$ cat src/cbz_pkg.sv
`timescale 1ns / 1ps
`default_nettype none
// ----------------------------------------------------------------------------
// cbz_pkg
// Shared constants, types and the interpolation function for the cubic
// Bezier point and tangent evaluator.
// ----------------------------------------------------------------------------
package cbz_pkg;

  localparam int CW     = 20;          // coordinate width, signed Q12.8
  localparam int TF     = 16;          // fraction bits of t
  localparam int TW     = TF + 1;      // width of t including the one
  localparam int DW     = 16;          // direction component width, Q1.14
  localparam int MAG_W  = 24;          // normalised magnitude width
  localparam int SUM_W  = 2 * MAG_W + 2;
  localparam int SQ_W   = 52;          // root extraction word, even pairs
  localparam int NSQ    = SQ_W / 2;    // root cells, one result bit each
  localparam int L_W    = NSQ - 1;     // width of the root
  localparam int Q_W    = 15;          // quotient bits
  localparam int DV_W   = MAG_W + Q_W; // remainder and divisor width
  localparam int ND     = Q_W;         // divider cells per lane

  // pipeline stage numbers
  localparam int ST_SQ0  = 9;
  localparam int ST_DP   = ST_SQ0 + NSQ;
  localparam int ST_LAST = ST_DP + ND;
  localparam int NST     = ST_LAST + 1;

  localparam logic [TW-1:0] T_ONE  = TW'(1) << TF;
  localparam logic [TW-1:0] NEAR_T = TW'(((64'd999 << TF) + 64'd500) / 64'd1000);
  localparam logic [Q_W-1:0] DIR_ONE = Q_W'(16384);

  // configuration register indexes
  localparam logic [2:0] CFG_CP0 = 3'd0;
  localparam logic [2:0] CFG_CP1 = 3'd1;
  localparam logic [2:0] CFG_CP2 = 3'd2;
  localparam logic [2:0] CFG_CP3 = 3'd3;

  typedef logic signed [CW-1:0] crd_t;

  typedef struct packed {
    logic [SQ_W-1:0] n;
    logic [SQ_W-1:0] res;
    logic [SQ_W-1:0] bitv;
  } sq_t;

  typedef struct packed {
    logic [DV_W-1:0] rem;
    logic [DV_W-1:0] dsor;
    logic [Q_W-1:0]  quo;
  } dv_t;

  typedef struct packed {
    logic [3*CW-1:0]    pos;
    logic [2:0]         neg;
    logic               dv;
    logic [3*MAG_W-1:0] mag;
  } side_t;

  // a + round((b - a) * t), floor of the rounded product
  function automatic crd_t lerp(input crd_t a, input crd_t b, input logic [TW-1:0] t);
    logic signed [CW:0]      d;
    logic signed [CW+TW+1:0] p;
    d = $signed({b[CW-1], b}) - $signed({a[CW-1], a});
    p = $signed({{(TW+1){d[CW]}}, d}) * $signed({{(CW+2){1'b0}}, t});
    p = p + $signed({{(CW+TW+2-TF){1'b0}}, 1'b1, {(TF-1){1'b0}}});
    lerp = a + CW'(p >>> TF);
  endfunction

endpackage
`default_nettype wire

$ cat src/cbz_sqrt_cell.sv
`timescale 1ns / 1ps
`default_nettype none
// ----------------------------------------------------------------------------
// cbz_sqrt_cell
// One step of restoring integer square root: settles one result bit and
// hands the remainder, partial root and trial bit to the next cell.
// ----------------------------------------------------------------------------
module cbz_sqrt_cell (
  input  wire logic         clk_i,
  input  wire logic         en_i,
  input  cbz_pkg::sq_t      sq_i,
  output cbz_pkg::sq_t      sq_o
);
  import cbz_pkg::*;

  sq_t             sq_d, sq_q;
  logic [SQ_W-1:0] trial;

  // try to subtract the trial value
  always_comb begin
    trial   = sq_i.res + sq_i.bitv;
    sq_d    = sq_i;
    sq_d.bitv = sq_i.bitv >> 2;
    if (sq_i.n >= trial) begin
      sq_d.n   = sq_i.n - trial;
      sq_d.res = (sq_i.res >> 1) + sq_i.bitv;
    end else begin
      sq_d.res = sq_i.res >> 1;
    end
  end

  always_ff @(posedge clk_i) begin
    if (en_i) begin
      sq_q <= sq_d;
    end
  end

  assign sq_o = sq_q;

endmodule
`default_nettype wire

$ cat config.mk
export PLATFORM = sky130hd
export DESIGN_NAME = cbz_sqrt_cell
export DESIGN_NICKNAME = d
export VERILOG_FILES = /design/src/cbz_pkg.sv /design/src/cbz_sqrt_cell.sv
export SDC_FILE = /design/constraint.sdc
export NUM_CORES = 1
export LEC_CHECK = 0
export BUFFER_PORTS_ARGS = -buffer_cell sky130_fd_sc_hd__buf_2
export CORE_ASPECT_RATIO = 1.2
export CORE_MARGIN = 2
export CORE_UTILIZATION = 45
export CTS_BUF_LIST = sky130_fd_sc_hd__clkbuf_8 sky130_fd_sc_hd__clkbuf_16
export DETAILED_ROUTE_END_ITERATION = 12
export GPL_ROUTABILITY_DRIVEN = 1
export PLACE_DENSITY_LB_ADDON = 0.15
export SLEW_MARGIN = 20
export SYNTH_ARGS = -nofsm -noshare
export SYNTH_HDL_FRONTEND = slang
export SYNTH_SLANG_ARGS = --single-unit
$ cat constraint.sdc
create_clock -name clk_i -period 14.4 [get_ports clk_i]
set_clock_uncertainty 0.2 [all_clocks]
set_input_delay 0.72 -clock clk_i [delete_from_list [all_inputs] [get_ports clk_i]]
set_output_delay 0.72 -clock clk_i [all_outputs]
set_load 0.02 [all_outputs]
==> results.toml <==
[job]
maxCapViolCount = 0

[finish]
most-common-layout-cells = "sky130_fd_sc_hd__buf_2, sky130_fd_sc_hd__a21oi_1, sky130_fd_sc_hd__ha_1, sky130_fd_sc_hd__edfxtp_1, sky130_fd_sc_hd__nor2_1"
filler_cell_count = 2994
layout_cells_sized_above_1_pct = 20.8
num-nets-final = 2180
layout.cells.most_common = "sky130_fd_sc_hd__buf_2"
area_growth_syn_to_layout_pct = 16.7
number_of_flip_flops_in_the_largest_register = 154

[floorplanning]
die-height_um = 199
fp.dieW_um = 167
num_io_pins = 314
fp.coreArea_mm2 = 0.0314
core.rowCount = 71
initial_cell_density_of_the_core_pct = 45.6
die-area_mm2 = 0.0332

[clock_tree]
numCtsBuffers = 17
post_cts_setup_repair_buffer_count = 0
clock_tree.root_cell = "sky130_fd_sc_hd__clkbuf_16"
cts-root-to-sink-buffers = 2
clkSlewWorstSetupHoldPaths_ps = 60
htree_levels = 4
postCtsResizedCells = 0
cts_tree = "done"
cts.sink_count = 154
cts.hold.buffers_added = 0

[place]
gp_congestion = 0.950
hpwl_mm = 35.6
port_buffers = 311

[synthesis]
count_of_yosys_warnings_during_synthesis = 0
syn-instance-count = 1596
mappedNetlistArea_mm2 = 0.0143
number_of_enable_flip_flop_cells_after_synthesis = 154
netlist_top_cells_area = "sky130_fd_sc_hd__edfxtp_1, sky130_fd_sc_hd__ha_1, sky130_fd_sc_hd__a21oi_1, sky130_fd_sc_hd__xnor2_1, sky130_fd_sc_hd__a21o_1"
synth_compound_area_share_pct = 24.9
yosys.area_share.simple_pct = 14.1
synth.mux.area_fraction_pct = 2.36
synthAdderAreaFrac_pct = 13.9
postSynthAreaPerCell_um2 = 8.96
synth_seq_cells = 154
synth_top_area_share_pct = 32.3
synth_cell_type_count = 74
synth_top_family_by_area = "compound AO/OA/AOI/OAI gates"
portion_of_the_post_synthesis_area_used_by_sequential_elements_pct = 32.3
postSynth.topFlopCell = "sky130_fd_sc_hd__edfxtp_1"
asyncSetResetFlopFracSynth_pct = 0
synth-xor-area-share_pct = 8.94
yosysTopAreaCell = "sky130_fd_sc_hd__edfxtp_1"

[setup_path]
cp.arrival_ps = 7020
cp-end-kind = "flop"
critPathLaunchType = "primary input"
timing.critical_path.fanout_max = 74
critical_path_class = "in -> reg"
worst_ep_required_time_ps = 14410

[power_and_ir_drop]
power_leakage_nw = 7.33
vdd_ir_drop_max_mv = 0.0707
power_density_mw_per_mm2 = 132

[global_routing]
largest_net_degree_at_the_start_of_global_routing = 84
grt_overflow_total = 0
wire_length_of_the_first_global_routing_pass_mm = 67.9
antenna_found_initial = 6
grt_usage_pct = 26.1
grt_pass1_vias = 13000

[hold_path]
hold_path.class = "in -> reg"

[sta]
max_clock_freq_mhz = 143
worst_hold_slack_ps = 282
period_minus_slack_ps = 7010
hold_viol_final = 0
timing.final.crit_share_pct = 48.7
setup_total_negative_slack_ps = 0
grt_setup_unrepaired = "false"
timing_worst_slew_pin_value_ps = 955
slew_headroom_pct = 36.4
slew_violations = 0
finalSetupViolCount = 0

[routing]
wl_per_cell_um = 19.3
drt.antenna.violating_nets = 0
detail_route.iter0.violations = 641
detailed_route_vias_per_instance = 5.81
vias = 13300
detailed_routing_iterations_pass_1 = 5
drc = 0
routed_wirelength_mm = 44.0

[status]
run_status = "finished clean"
[power by group]
| group | total (mW) | switching (mW) | internal [mW] |
|---|---|---|---|
| Combinational | 1.10 | 0.685 | 0.411 |
| Sequential | 0.640 | 0.0238 | 0.616 |
| Clock | 0.464 | 0.195 | 0.269 |
[synth_stat cells (4+ instances only)]
library cell,instances
sky130_fd_sc_hd__o211ai_1,12
sky130_fd_sc_hd__and3_1,15
sky130_fd_sc_hd__nand2b_1,19
sky130_fd_sc_hd__nand2_1,117
sky130_fd_sc_hd__mux2_1,6
sky130_fd_sc_hd__a41oi_1,6
sky130_fd_sc_hd__and2_1,8
sky130_fd_sc_hd__a31o_2,7
sky130_fd_sc_hd__a21oi_1,243
sky130_fd_sc_hd__mux2_2,24
sky130_fd_sc_hd__nor2b_1,16
sky130_fd_sc_hd__o31ai_1,6
sky130_fd_sc_hd__xnor2_1,88
sky130_fd_sc_hd__or3_1,8
sky130_fd_sc_hd__o21ai_0,74
sky130_fd_sc_hd__a21o_1,85
sky130_fd_sc_hd__xor2_1,58
sky130_fd_sc_hd__a221oi_1,6
sky130_fd_sc_hd__o21ai_1,4
sky130_fd_sc_hd__nand3_1,26
sky130_fd_sc_hd__a211oi_1,16
sky130_fd_sc_hd__nand4_1,34
sky130_fd_sc_hd__and4_1,5
sky130_fd_sc_hd__ha_1,154
sky130_fd_sc_hd__o21a_1,12
sky130_fd_sc_hd__o2111ai_1,6
sky130_fd_sc_hd__inv_1,48
sky130_fd_sc_hd__nor4_1,5
sky130_fd_sc_hd__a31oi_1,14
sky130_fd_sc_hd__nor3_1,23
sky130_fd_sc_hd__buf_2,16
sky130_fd_sc_hd__nor2_1,136
sky130_fd_sc_hd__buf_4,8
sky130_fd_sc_hd__or2_2,9
sky130_fd_sc_hd__edfxtp_1,154
sky130_fd_sc_hd__clkbuf_1,40
sky130_fd_sc_hd__o21bai_1,25
sky130_fd_sc_hd__a21boi_0,9
[metrics by stage]
step / utilization [%] / instance area [um^2] / total power, mW / setup WS [ps] / cells
after global routing: 53.2 / 16700 / 2.34 / 6920 / 2279
final: 53.2 / 16700 / 2.20 / 7390 / 2283
after global placement: 51.3 / 16100 / 1.73 / 7040 / 2247
after CTS: 53.2 / 16700 / 2.21 / 7360 / 2279
after floorplan: - / 14300 / 1.45 / 8690 / 1597
after detailed placement: 51.3 / 16100 / 1.74 / 6890 / 2247
[layer usage]
| metal | global-route usage (%) | vias up | share of wire [%] | routed length [um] |
|---|---|---|---|---|
| met4 | 11.4 | 10 | 3.5 | 1560 |
| met3 | 4.99 | 99 | 5.4 | 2390 |
| met1 | 28.1 | 6177 | 38 | 16900 |
| li1 | - | 6539 | - | - |
| met2 | 49.8 | 435 | 52 | 23000 |
| met5 | 0 | - | 0.14 | 61 |
[final timing paths]
path	end	slack, ps	start	depth (start not counted)
setup / recovery	sq_o[83]	7390	sq_i[0]	24
hold / removal	sq_o[1]	280	sq_i[3]	1
[critical path, cell delays in order]
cell,delay [ps]
sky130_fd_sc_hd__buf_2,90
sky130_fd_sc_hd__ha_1,190
sky130_fd_sc_hd__inv_1,70
sky130_fd_sc_hd__fa_1,410
sky130_fd_sc_hd__nor2b_1,160
sky130_fd_sc_hd__o2111a_1,210
sky130_fd_sc_hd__or3_1,150
sky130_fd_sc_hd__a41oi_1,160
sky130_fd_sc_hd__o21ai_0,190
sky130_fd_sc_hd__a21oi_1,120
sky130_fd_sc_hd__o41ai_1,370
sky130_fd_sc_hd__a21oi_1,130
sky130_fd_sc_hd__xor2_1,160
sky130_fd_sc_hd__ha_1,430
sky130_fd_sc_hd__nand2_1,70
sky130_fd_sc_hd__or4_1,550
sky130_fd_sc_hd__nand2b_1,170
sky130_fd_sc_hd__a21oi_1,160
sky130_fd_sc_hd__o21ai_1,130
sky130_fd_sc_hd__o31ai_2,220
sky130_fd_sc_hd__o21ai_1,190
sky130_fd_sc_hd__a21oi_4,730
sky130_fd_sc_hd__buf_4,750
sky130_fd_sc_hd__mux2_2,410
[final cells by class]
| class | count | area [um^2] | area share (%) |
|---|---|---|---|
| flip-flops and latches | 154 | 4620 | 27.7 |
| inverters | 48 | 180 | 1.08 |
| diodes | 4 | 10.0 | 0.0600 |
| clock inverters | 15 | 158 | 0.945 |
| repair buffers | 314 | 1590 | 9.50 |
| well taps | 401 | 502 | 3.01 |
| clock buffers | 17 | 425 | 2.55 |
| multi-input cells | 1330 | 9190 | 55.1 |
[cell families after synthesis]
logic type | count (synthesis)
xor+xnor | 146
fa+ha+maj | 157
other cells | 1
buf+inv | 113
compound gates | 566
mux | 30
flops | 154
simple gates | 429
(Power assumes the default switching activity.)
