<file path="config.mk">
export PLATFORM = sky130hd
export DESIGN_NAME = cbz_div_cell
export DESIGN_NICKNAME = d
export VERILOG_FILES = /design/src/cbz_pkg.sv /design/src/cbz_div_cell.sv
export SDC_FILE = /design/constraint.sdc
export NUM_CORES = 1
export LEC_CHECK = 0
export BUFFER_PORTS_ARGS = -buffer_cell sky130_fd_sc_hd__buf_4
export CAP_MARGIN = 20
export CELL_PAD_IN_SITES_DETAIL_PLACEMENT = 0
export CELL_PAD_IN_SITES_GLOBAL_PLACEMENT = 1
export CORE_UTILIZATION = 38
export DETAILED_ROUTE_END_ITERATION = 10
export PLACE_DENSITY = 0.77
export SYNTH_ARGS = -nofsm -noshare
export SYNTH_HDL_FRONTEND = slang
export SYNTH_SLANG_ARGS = --single-unit
</file>
<file path="constraint.sdc">
create_clock -name clk_i -period 3.8 [get_ports clk_i]
set_input_delay 0.38 -clock clk_i [delete_from_list [all_inputs] [get_ports clk_i]]
set_output_delay 0.38 -clock clk_i [all_outputs]
set_load 0.005 [all_outputs]
</file>
<file path="src/cbz_pkg.sv">
`timescale 1ns / 1ps
`default_nettype none
// ----------------------------------------------------------------------------
// cbz_pkg
// Shared constants, types and the interpolation function for the cubic
// Bezier point and tangent evaluator.
// ----------------------------------------------------------------------------
package cbz_pkg;

  localparam int CW     = 20;          // coordinate width, signed Q12.8
  localparam int TF     = 16;          // fraction bits of t
  localparam int TW     = TF + 1;      // width of t including the one
  localparam int DW     = 16;          // direction component width, Q1.14
  localparam int MAG_W  = 24;          // normalised magnitude width
  localparam int SUM_W  = 2 * MAG_W + 2;
  localparam int SQ_W   = 52;          // root extraction word, even pairs
  localparam int NSQ    = SQ_W / 2;    // root cells, one result bit each
  localparam int L_W    = NSQ - 1;     // width of the root
  localparam int Q_W    = 15;          // quotient bits
  localparam int DV_W   = MAG_W + Q_W; // remainder and divisor width
  localparam int ND     = Q_W;         // divider cells per lane

  // pipeline stage numbers
  localparam int ST_SQ0  = 9;
  localparam int ST_DP   = ST_SQ0 + NSQ;
  localparam int ST_LAST = ST_DP + ND;
  localparam int NST     = ST_LAST + 1;

  localparam logic [TW-1:0] T_ONE  = TW'(1) << TF;
  localparam logic [TW-1:0] NEAR_T = TW'(((64'd999 << TF) + 64'd500) / 64'd1000);
  localparam logic [Q_W-1:0] DIR_ONE = Q_W'(16384);

  // configuration register indexes
  localparam logic [2:0] CFG_CP0 = 3'd0;
  localparam logic [2:0] CFG_CP1 = 3'd1;
  localparam logic [2:0] CFG_CP2 = 3'd2;
  localparam logic [2:0] CFG_CP3 = 3'd3;

  typedef logic signed [CW-1:0] crd_t;

  typedef struct packed {
    logic [SQ_W-1:0] n;
    logic [SQ_W-1:0] res;
    logic [SQ_W-1:0] bitv;
  } sq_t;

  typedef struct packed {
    logic [DV_W-1:0] rem;
    logic [DV_W-1:0] dsor;
    logic [Q_W-1:0]  quo;
  } dv_t;

  typedef struct packed {
    logic [3*CW-1:0]    pos;
    logic [2:0]         neg;
    logic               dv;
    logic [3*MAG_W-1:0] mag;
  } side_t;

  // a + round((b - a) * t), floor of the rounded product
  function automatic crd_t lerp(input crd_t a, input crd_t b, input logic [TW-1:0] t);
    logic signed [CW:0]      d;
    logic signed [CW+TW+1:0] p;
    d = $signed({b[CW-1], b}) - $signed({a[CW-1], a});
    p = $signed({{(TW+1){d[CW]}}, d}) * $signed({{(CW+2){1'b0}}, t});
    p = p + $signed({{(CW+TW+2-TF){1'b0}}, 1'b1, {(TF-1){1'b0}}});
    lerp = a + CW'(p >>> TF);
  endfunction

endpackage
`default_nettype wire

</file>
<file path="src/cbz_div_cell.sv">
`timescale 1ns / 1ps
`default_nettype none
// ----------------------------------------------------------------------------
// cbz_div_cell
// One step of restoring division: settles one quotient bit and hands the
// remainder and the halved divisor to the next cell.
// ----------------------------------------------------------------------------
module cbz_div_cell (
  input  wire logic    clk_i,
  input  wire logic    en_i,
  input  cbz_pkg::dv_t dv_i,
  output cbz_pkg::dv_t dv_o
);
  import cbz_pkg::*;

  dv_t  dv_d, dv_q;
  logic ge;

  // compare, subtract and shift in the quotient bit
  always_comb begin
    ge        = dv_i.rem >= dv_i.dsor;
    dv_d.rem  = ge ? (dv_i.rem - dv_i.dsor) : dv_i.rem;
    dv_d.dsor = dv_i.dsor >> 1;
    dv_d.quo  = {dv_i.quo[Q_W-2:0], ge};
  end

  always_ff @(posedge clk_i) begin
    if (en_i) begin
      dv_q <= dv_d;
    end
  end

  assign dv_o = dv_q;

endmodule
`default_nettype wire

</file>
==> out/results.tsv, run 1 <==
metric	value	unit
most common cell in the netlist	edfxtp_1	
overall routed net length	12200	um
Setup WS pre-CTS	272	ps
number of CTS-inserted buffers	9	
PortBufs	185	
Area contributors post-synth	edfxtp_1, ha_1, o21ai_0, nand2_1, xor2_1	
largest net degree at the start of global routing	79	
Synth area leader	edfxtp_1	
ys flop type	edfxtp_1	
die area	14300	um^2
unrepaired setup endpoints after global routing	false	
measured slew at the worst slew-check pin	992	ps
clock-pin slew on the worst setup and hold paths	70	ps
total power	2.93	mW
Fin. Hold Viols	0	
gr usage total	17.3	%
crit path max fanout	28	
setup bufs post-CTS	0	
sequential area share after synthesis	52.6	%
H-tree Lvls	3	
I/O Pins	188	
DRC viols	0	
final setup margin	643	ps
number of global-route vias before repair	3935	
Slew HR	33.9	%
final net count	802	
total grt overflow	0	
Unique masters post-synth	50	
CP arrival	3240	ps
Vias	4108	
mapped cell area	5250	um^2
leak pwr	3.24	nW
RD Place Congestion	0.798	
Yosys top cell area share	52.6	%
Seq cells post-synth	92	
post-synthesis async set-or-reset flop share	0	%
share of layout cells above drive strength 1	32.3	%
kind of critical path	primary input to flop	
CTS Root Buffer Type	clkbuf_16	
first-pass GRT wire length	19300	um
initial drt markers	228	
initial antenna violation count	0	
status	finished clean	
TritonRoute pass-1 iters	4	
Syn. warnings	0	
Starting Density	39.4	%
Post-Syn Area per Cell	11.0	um^2
post_cts resized	0	
setup TNS	0	ps
vias per cell	4.84	
period utilization	83.1	%
cells after synthesis	477	
Area Growth Syn to Fin	36.6	%
Synth Net Count	612	
die height	120	um
Largest register FFs	92	
post-detail-place hpwl	9360	um
Routed Antenna Nets	0	
Worst setup EP type	flop	
Hold Path Class	primary input to flop	
max-cap violation count	0	
Pwr Density	409	nW/um^2
ANT cells	0	
Tmin final	3160	ps
Req. time, crit path	3890	ps
Core Region	13300	um^2
FILL cells	1213	
Peak VDD IR	0.167	mV
final count of pins violating max slew	0	
maximum clock frequency	0.317	GHz
CTS Sinks	92	
Setup Viol. Count Final	0	
Die W	120	um
CTS max path bufs	2	
row cnt	42	
CTS tree	yes	
top cells by count, synth	edfxtp_1, nand2_1, inv_1, o21ai_0, ha_1	
Startpoint Class	primary input	
hold_buf cts	0	
EDFF count, synth	92	
drt wl/cell	14.4	um
-- report_power, final --
group          internal, mW  switching [mW]
combinational         0.370           0.352
sequential             1.25          0.0283
clock                 0.520           0.412
total                  2.14           0.792
-- metrics by stage --
| stage | util [%] | cell area [um^2] | hold slack [ps] | std cells |
|---|---|---|---|---|
| global placement | 51.5 | 6870 | 559 | 832 |
| floorplan | - | 5250 | 479 | 477 |
| global route | 53.8 | 7180 | 188 | 848 |
| CTS | 53.8 | 7180 | 186 | 848 |
| finish | 53.8 | 7180 | 197 | 848 |
| detailed placement | 51.5 | 6870 | 559 | 832 |
-- critical path, cell delays in order --
cell and delay, ps:
buf_4 80, inv_1 30, ha_1 350, a21o_1 220
a211oi_1 260, a211oi_1 190, o21ai_0 370, nand3_1 180
and2_1 230, a31oi_4 420, buf_4 360, o21ai_0 160
-- area by class of cell --
class	count	area, um^2	area share [%]
flip-flops and latches	92	2760	38.5
multi-input cells	327	2280	31.8
repair buffers	190	1430	19.9
clock buffers	9	225	3.14
well taps	176	220	3.07
inverters	47	176	2.46
clock inverters	7	82.6	1.15
-- metal layers --
| metal | vias to the layer above | track usage, % | part of all wire, % |
|---|---|---|---|
| met5 | - | 0 | 0 |
| met1 | 1853 | 23.2 | 46 |
| met4 | 0 | 7.19 | 1.9 |
| li1 | 2122 | - | - |
| met2 | 118 | 27.1 | 46 |
| met3 | 15 | 3.80 | 5.8 |
-- cell usage in the layout, fill, tap and decap left out, types with 2 or more instances in the layout --
| master | n |
|---|---|
| a21boi_0 | 2 |
| nor2b_1 | 5 |
| clkinvlp_4 | 2 |
| o21bai_1 | 3 |
| o21a_1 | 5 |
| nand2_1 | 51 |
| a31oi_1 | 3 |
| and3_1 | 11 |
| o21ai_0 | 44 |
| mux2_2 | 3 |
| buf_4 | 190 |
| nor2_1 | 13 |
| and2_1 | 7 |
| o21ai_1 | 3 |
| xnor2_1 | 14 |
| clkbuf_16 | 9 |
| a31o_2 | 2 |
| edfxtp_1 | 92 |
| nand2b_1 | 4 |
| nor3_1 | 3 |
| xor2_1 | 21 |
| a211oi_1 | 5 |
| inv_1 | 47 |
| nand3_1 | 11 |
| ha_1 | 39 |
| inv_6 | 2 |
| o31ai_1 | 3 |
| a21o_1 | 18 |
| nand4_1 | 4 |
| nor3b_1 | 2 |
| a221o_1 | 4 |
| a31oi_4 | 2 |
| a21oi_1 | 28 |
-- final timing paths --
path	start	end	slack, ps	depth (start not counted)
min	dv_i[2]	dv_o[3]$_DFFE_PP_	200	1
max	dv_i[19]	dv_o[64]$_DFFE_PP_	640	12
-- logic make-up after synthesis --
kind of cell | count (synthesis) | share of synthesized area, %
AND/OR/NAND/NOR | 113 | 10.4
flip-flops | 92 | 52.6
adder cells (fa/ha/maj) | 40 | 9.67
other | 1 | 0.0714
AO/OA/AOI/OAI | 135 | 16.6
buffers and inverters | 58 | 4.24
multiplexers | 3 | 0.643
XOR/XNOR | 35 | 5.84
No activity file was read; power rests on OpenSTA's default activity.
==> run 2: changes to the inputs <==
==> constraint.sdc (replaced) <==
create_clock -name clk_i -period 3.1 [get_ports clk_i]
set_input_delay 0.31 -clock clk_i [delete_from_list [all_inputs] [get_ports clk_i]]
set_output_delay 0.31 -clock clk_i [all_outputs]
set_load 0.005 [all_outputs]
==> out/results.tsv, run 2 (synthesis gave the netlist of run 1 again) <==
metric	value	unit
Min-Delay Endpoint	dv_o[13]$_DFFE_PP_	
CP arrival	2930	ps
number of CTS-inserted buffers	9	
min-delay src	dv_i[12]	
Setup Viol. Count Final	0	
PortBufs	185	
Internal	2.70	mW
Pwr Density	493	nW/um^2
most frequent cells in the layout	buf_4, edfxtp_1, nand2_1, inv_1, o21ai_0	
drt wl/cell	14.1	um
status	finished clean	
CTS max path bufs	2	
DRC viols	0	
Die W	120	um
final net count	844	
I/O Pins	188	
Reg power frac	42.3	%
crit path max fanout	4	
first-pass GRT wire length	20200	um
Routed Antenna Nets	0	
initial drt markers	163	
kind of critical path	primary input to flop	
unrepaired setup endpoints after global routing	false	
setup bufs post-CTS	0	
Cell Chain, Critical Path	buf_4, inv_1, ha_1, inv_1, fa_1, a21o_1, a311o_1, nand4_1, nand2_1, a21oi_1, buf_4, o21a_1, o21ai_0, a31oi_1, xor2_1, o21ai_0	
Fin. Hold Viols	0	
number of global-route vias before repair	4256	
Util after Layout	56.3	%
share of layout cells above drive strength 1	36.3	%
most common cell after layout, fill and taps aside	buf_4	
sw power	1.00	mW
Largest register FFs	92	
measured slew at the worst slew-check pin	598	ps
total grt overflow	0	
CTS Root Buffer Type	clkbuf_16	
post-detail-place hpwl	9820	um
period utilization	91.5	%
setup TNS	0	ps
Area Growth Syn to Fin	42.9	%
leak pwr	3.46	nW
Slew HR	59.9	%
Comb power frac	26.2	%
Core Region	13300	um^2
hold depth	1	
slowest stage cell, crit path	fa_1	
Vias	4286	
final count of pins violating max slew	0	
clock-pin slew on the worst setup and hold paths	70	ps
Hold Path Class	primary input to flop	
clock share of power	31.5	%
Starting Density	39.4	%
CTS Sinks	92	
die height	120	um
die area	14300	um^2
overall routed net length	12600	um
vias per cell	4.82	
Peak VDD IR	0.231	mV
RD Place Congestion	0.827	
TritonRoute pass-1 iters	4	
Sw Share	27.1	%
hold_buf cts	0	
maximum clock frequency	0.353	GHz
row cnt	42	
Worst setup EP type	flop	
post_cts resized	0	
Req. time, crit path	3200	ps
gr usage total	18.0	%
max-cap violation count	0	
Startpoint Class	primary input	
ANT cells	0	
H-tree Lvls	3	
largest net degree at the start of global routing	93	
CTS tree	yes	
Tmin final	2840	ps
initial antenna violation count	0	
crit-path max cell delay	400	ps
-- run 2: worst max path at each step --
stage / start / endpoint / cells past startpoint
global placement: dv_i[19] / dv_o[60]$_DFFE_PP_ / 12
CTS: dv_i[16] / dv_o[63]$_DFFE_PP_ / 13
floorplan: dv_i[25] / dv_o[83]$_DFFE_PP_ / 12
global route: dv_i[54] / dv_o[92]$_DFFE_PP_ / 16
finish: dv_i[54] / dv_o[92]$_DFFE_PP_ / 16
detailed placement: dv_i[16] / dv_o[60]$_DFFE_PP_ / 12
-- run 2: stage by stage --
| stage | worst slack [ps] | hold WS, ps | area [um^2] | power (mW) | cells |
|---|---|---|---|---|---|
| finish | 264 | 128 | 7510 | 3.70 | 890 |
| global route | 68.4 | 116 | 7510 | 3.88 | 890 |
| CTS | 216 | 116 | 7510 | 3.74 | 890 |
| detailed placement | -155 | 489 | 7200 | 2.57 | 874 |
| global placement | -102 | 488 | 7200 | 2.55 | 874 |
| floorplan | 168 | 409 | 5250 | 2.05 | 477 |
-- run 2: area by class of cell --
type | instances | area [um^2]
Multi-Input combinational cell | 327 | 2280
Tap cell | 176 | 220
Clock buffer | 9 | 225
Timing Repair Buffer | 232 | 1750
Clock inverter | 7 | 87.6
Sequential cell | 92 | 2760
Fill cell | 1195 | 5840
Inverter | 47 | 176
-- run 2: routing by layer --
metal	global-route usage [%]	routed length (um)
met1	23.5	5770
met2	28.9	5920
met3	3.71	666
met4	7.58	215
met5	0	0
-- run 2: critical path: cells and delay by family --
family | cells | cell delay [ps]
buf+inv | 4 | 350
simple gates | 2 | 240
compound gates | 7 | 1300
fa+ha+maj | 2 | 550
xor+xnor | 1 | 160
-- run 2: power by group through the flow --
| stage | clock, mW | sequential (mW) | combinational, mW |
|---|---|---|---|
| 3_5_place_dp | 0 | 1.60 | 0.974 |
| 5_1_grt | 1.22 | 1.58 | 1.07 |
| 6_report | 1.16 | 1.57 | 0.970 |
| 3_3_place_gp | 0 | 1.59 | 0.960 |
| 4_1_cts | 1.19 | 1.57 | 0.979 |
| 2_1_floorplan | 0 | 1.61 | 0.442 |
==> run 3: changes to the inputs <==
--- a/config.mk
+++ b/config.mk
@@ -5,13 +5,14 @@
 export SDC_FILE = /design/constraint.sdc
 export NUM_CORES = 1
 export LEC_CHECK = 0
+export ABC_AREA = 1
 export BUFFER_PORTS_ARGS = -buffer_cell sky130_fd_sc_hd__buf_4
 export CAP_MARGIN = 20
 export CELL_PAD_IN_SITES_DETAIL_PLACEMENT = 0
 export CELL_PAD_IN_SITES_GLOBAL_PLACEMENT = 1
 export CORE_UTILIZATION = 38
 export DETAILED_ROUTE_END_ITERATION = 10
-export PLACE_DENSITY = 0.77
+export PLACE_DENSITY = 0.78
 export SYNTH_ARGS = -nofsm -noshare
 export SYNTH_HDL_FRONTEND = slang
 export SYNTH_SLANG_ARGS = --single-unit
==> out/results.tsv, run 3 <==
metric	value	unit
period utilization	72.8	%
Seq cells post-synth	92	
overall routed net length	19300	um
ANT cells	0	
row cnt	48	
CTS max path bufs	2	
Unique masters post-synth	34	
Syn. warnings	0	
status	finished clean	
post-synthesis mux area share	0	%
number of global-route vias before repair	5834	
Synth Area in Simple Gates	34.7	%
max-cap violation count	0	
Die W	135	um
Area Growth Syn to Fin	29.1	%
FILL cells	1822	
share of layout cells above drive strength 1	24.4	%
Cell Chain, Critical Path	buf_4, inv_1, ha_1, inv_1, fa_1, nand3_1, nand3_1, nand2_1, nand3_1, nand2_1, nand2_1, nand2_1, nand3b_1, nand3_1, nand2_1	
Routed Antenna Nets	0	
I/O Pins	188	
total power	3.92	mW
measured slew at the worst slew-check pin	553	ps
setup bufs post-CTS	0	
Slew HR	63.1	%
drt wl/cell	14.7	um
Startpoint Class	primary input	
PortBufs	185	
xor-xnor portion of the synthesized cell area	2.61	%
unrepaired setup endpoints after global routing	false	
die height	135	um
CTS tree	yes	
EDFF count, synth	92	
clock-pin slew on the worst setup and hold paths	70	ps
post_cts resized	0	
Tmin final	2260	ps
ys flop type	edfxtp_1	
Largest register FFs	92	
Starting Density	38.9	%
Yosys top cell area share	41.1	%
Hold Path Class	primary input to flop	
hold depth	1	
most frequent cells in the layout	nand2_1, buf_4, inv_1, edfxtp_1, nor2_1	
post-detail-place hpwl	15600	um
Fin. Hold Viols	0	
post-synthesis async set-or-reset flop share	0	%
TritonRoute pass-1 iters	4	
crit path max fanout	4	
CP arrival	2380	ps
setup TNS	0	ps
final net count	1214	
Vias	6025	
WL met2	8760	um
Area contributors post-synth	edfxtp_1, nand2_1, inv_1, ha_1, nand3_1	
initial antenna violation count	0	
post-synthesis compound-gate area fraction	3.24	%
Synth area leader	edfxtp_1	
RD Place Congestion	0.890	
Post-Syn Area per Cell	7.54	um^2
Core Region	17300	um^2
first-pass GRT wire length	30100	um
mapped cell area	6720	um^2
Pwr Density	452	nW/um^2
die area	18200	um^2
total grt overflow	0	
sequential area share after synthesis	41.1	%
leak pwr	4.49	nW
maximum clock frequency	0.443	GHz
wl on met1	9410	um
most used cell, CP	nand2_1	
H-tree Lvls	3	
vias per cell	4.60	
cells after synthesis	891	
Req. time, crit path	3220	ps
top cells by count, synth	nand2_1, inv_1, edfxtp_1, nor2_1, nand3_1	
crit-path max cell delay	410	ps
final count of pins violating max slew	0	
Setup Viol. Count Final	0	
Synth Area in Adders	7.56	%
largest family of logic cells by synthesized area	simple AND/OR/NAND/NOR gates	
slowest stage cell, crit path	fa_1	
DR WL met3	881	um
Worst setup EP type	flop	
most common cell in the netlist	nand2_1	
Synth Net Count	1026	
largest net degree at the start of global routing	54	
initial drt markers	282	
gr usage total	21.7	%
CTS Root Buffer Type	clkbuf_16	
hold_buf cts	0	
kind of critical path	primary input to flop	
DRC viols	0	
DR top layer	met4	
CTS Sinks	92	
most common cell after layout, fill and taps aside	nand2_1	
number of CTS-inserted buffers	9	
Peak VDD IR	0.318	mV
==> run 3: changes by cell type in the layout (fill, tap and decap cells not counted), moves of 17 or more <==
cell,before,now
nand2_1,51,315
inv_1,47,150
nand3_1,11,68
nor2_1,13,69
buf_4,231,187
o21ai_0,43,7
nand3_2,0,22
a21o_1,18,1
==> run 3: final cells by class <==
cell class | instances | area, um^2 | share of cell area [%]
clock buffer | 10 | 229 | 2.64
clock inverter | 6 | 95.1 | 1.10
inverter | 163 | 612 | 7.05
multi-input combinational | 623 | 3230 | 37.3
sequential | 92 | 2760 | 31.8
tap | 225 | 282 | 3.24
timing repair buffer | 190 | 1460 | 16.9
==> run 3: per-layer routing <==
layer / track usage [%] / vias up
met4: 6.24 / 0
met5: 0 / -
met1: 29.8 / 2680
li1: - / 3188
met3: 3.15 / 13
met2: 35.4 / 144
==> run 3: worst max-delay path, delay by kind of cell <==
| kind | cells | cell delay, ps |
|---|---|---|
| adders and majority gates | 2 | 540 |
| buffers and inverters | 3 | 260 |
| and+or+nand+nor | 10 | 1280 |
==> run 3: worst paths after layout <==
path / startpoint / to / slack, ps
setup / recovery: dv_i[54] / dv_o[86]$_DFFE_PP_ / 840
hold / removal: dv_i[8] / dv_o[9]$_DFFE_PP_ / 120
==> run 3: cell families after synthesis <==
| group | Yosys count |
|---|---|
| and+or+nand+nor | 522 |
| AOI/OAI and AO/OA | 40 |
| other | 1 |
| adders and majority gates | 40 |
| buffers and inverters | 176 |
| DFF | 92 |
| xor gates and xnor gates | 20 |
==> run 3: where the power goes <==
group,switching (mW),internal (mW)
logic,0.638,0.489
registers,0.0337,1.53
clock network,0.513,0.716
==> run 3: metrics by stage <==
step / cells / hold slack (ps) / worst slack (ps) / area [um^2] / utilization, %
after CTS: 1309 / 111 / 833 / 8680 / 50.2
after global placement: 1293 / 488 / 474 / 8350 / 48.3
after global routing: 1309 / 107 / 574 / 8680 / 50.2
after floorplan: 891 / 409 / 1090 / 6720 / -
after detailed placement: 1293 / 489 / 453 / 8350 / 48.3
final: 1309 / 123 / 844 / 8680 / 50.2
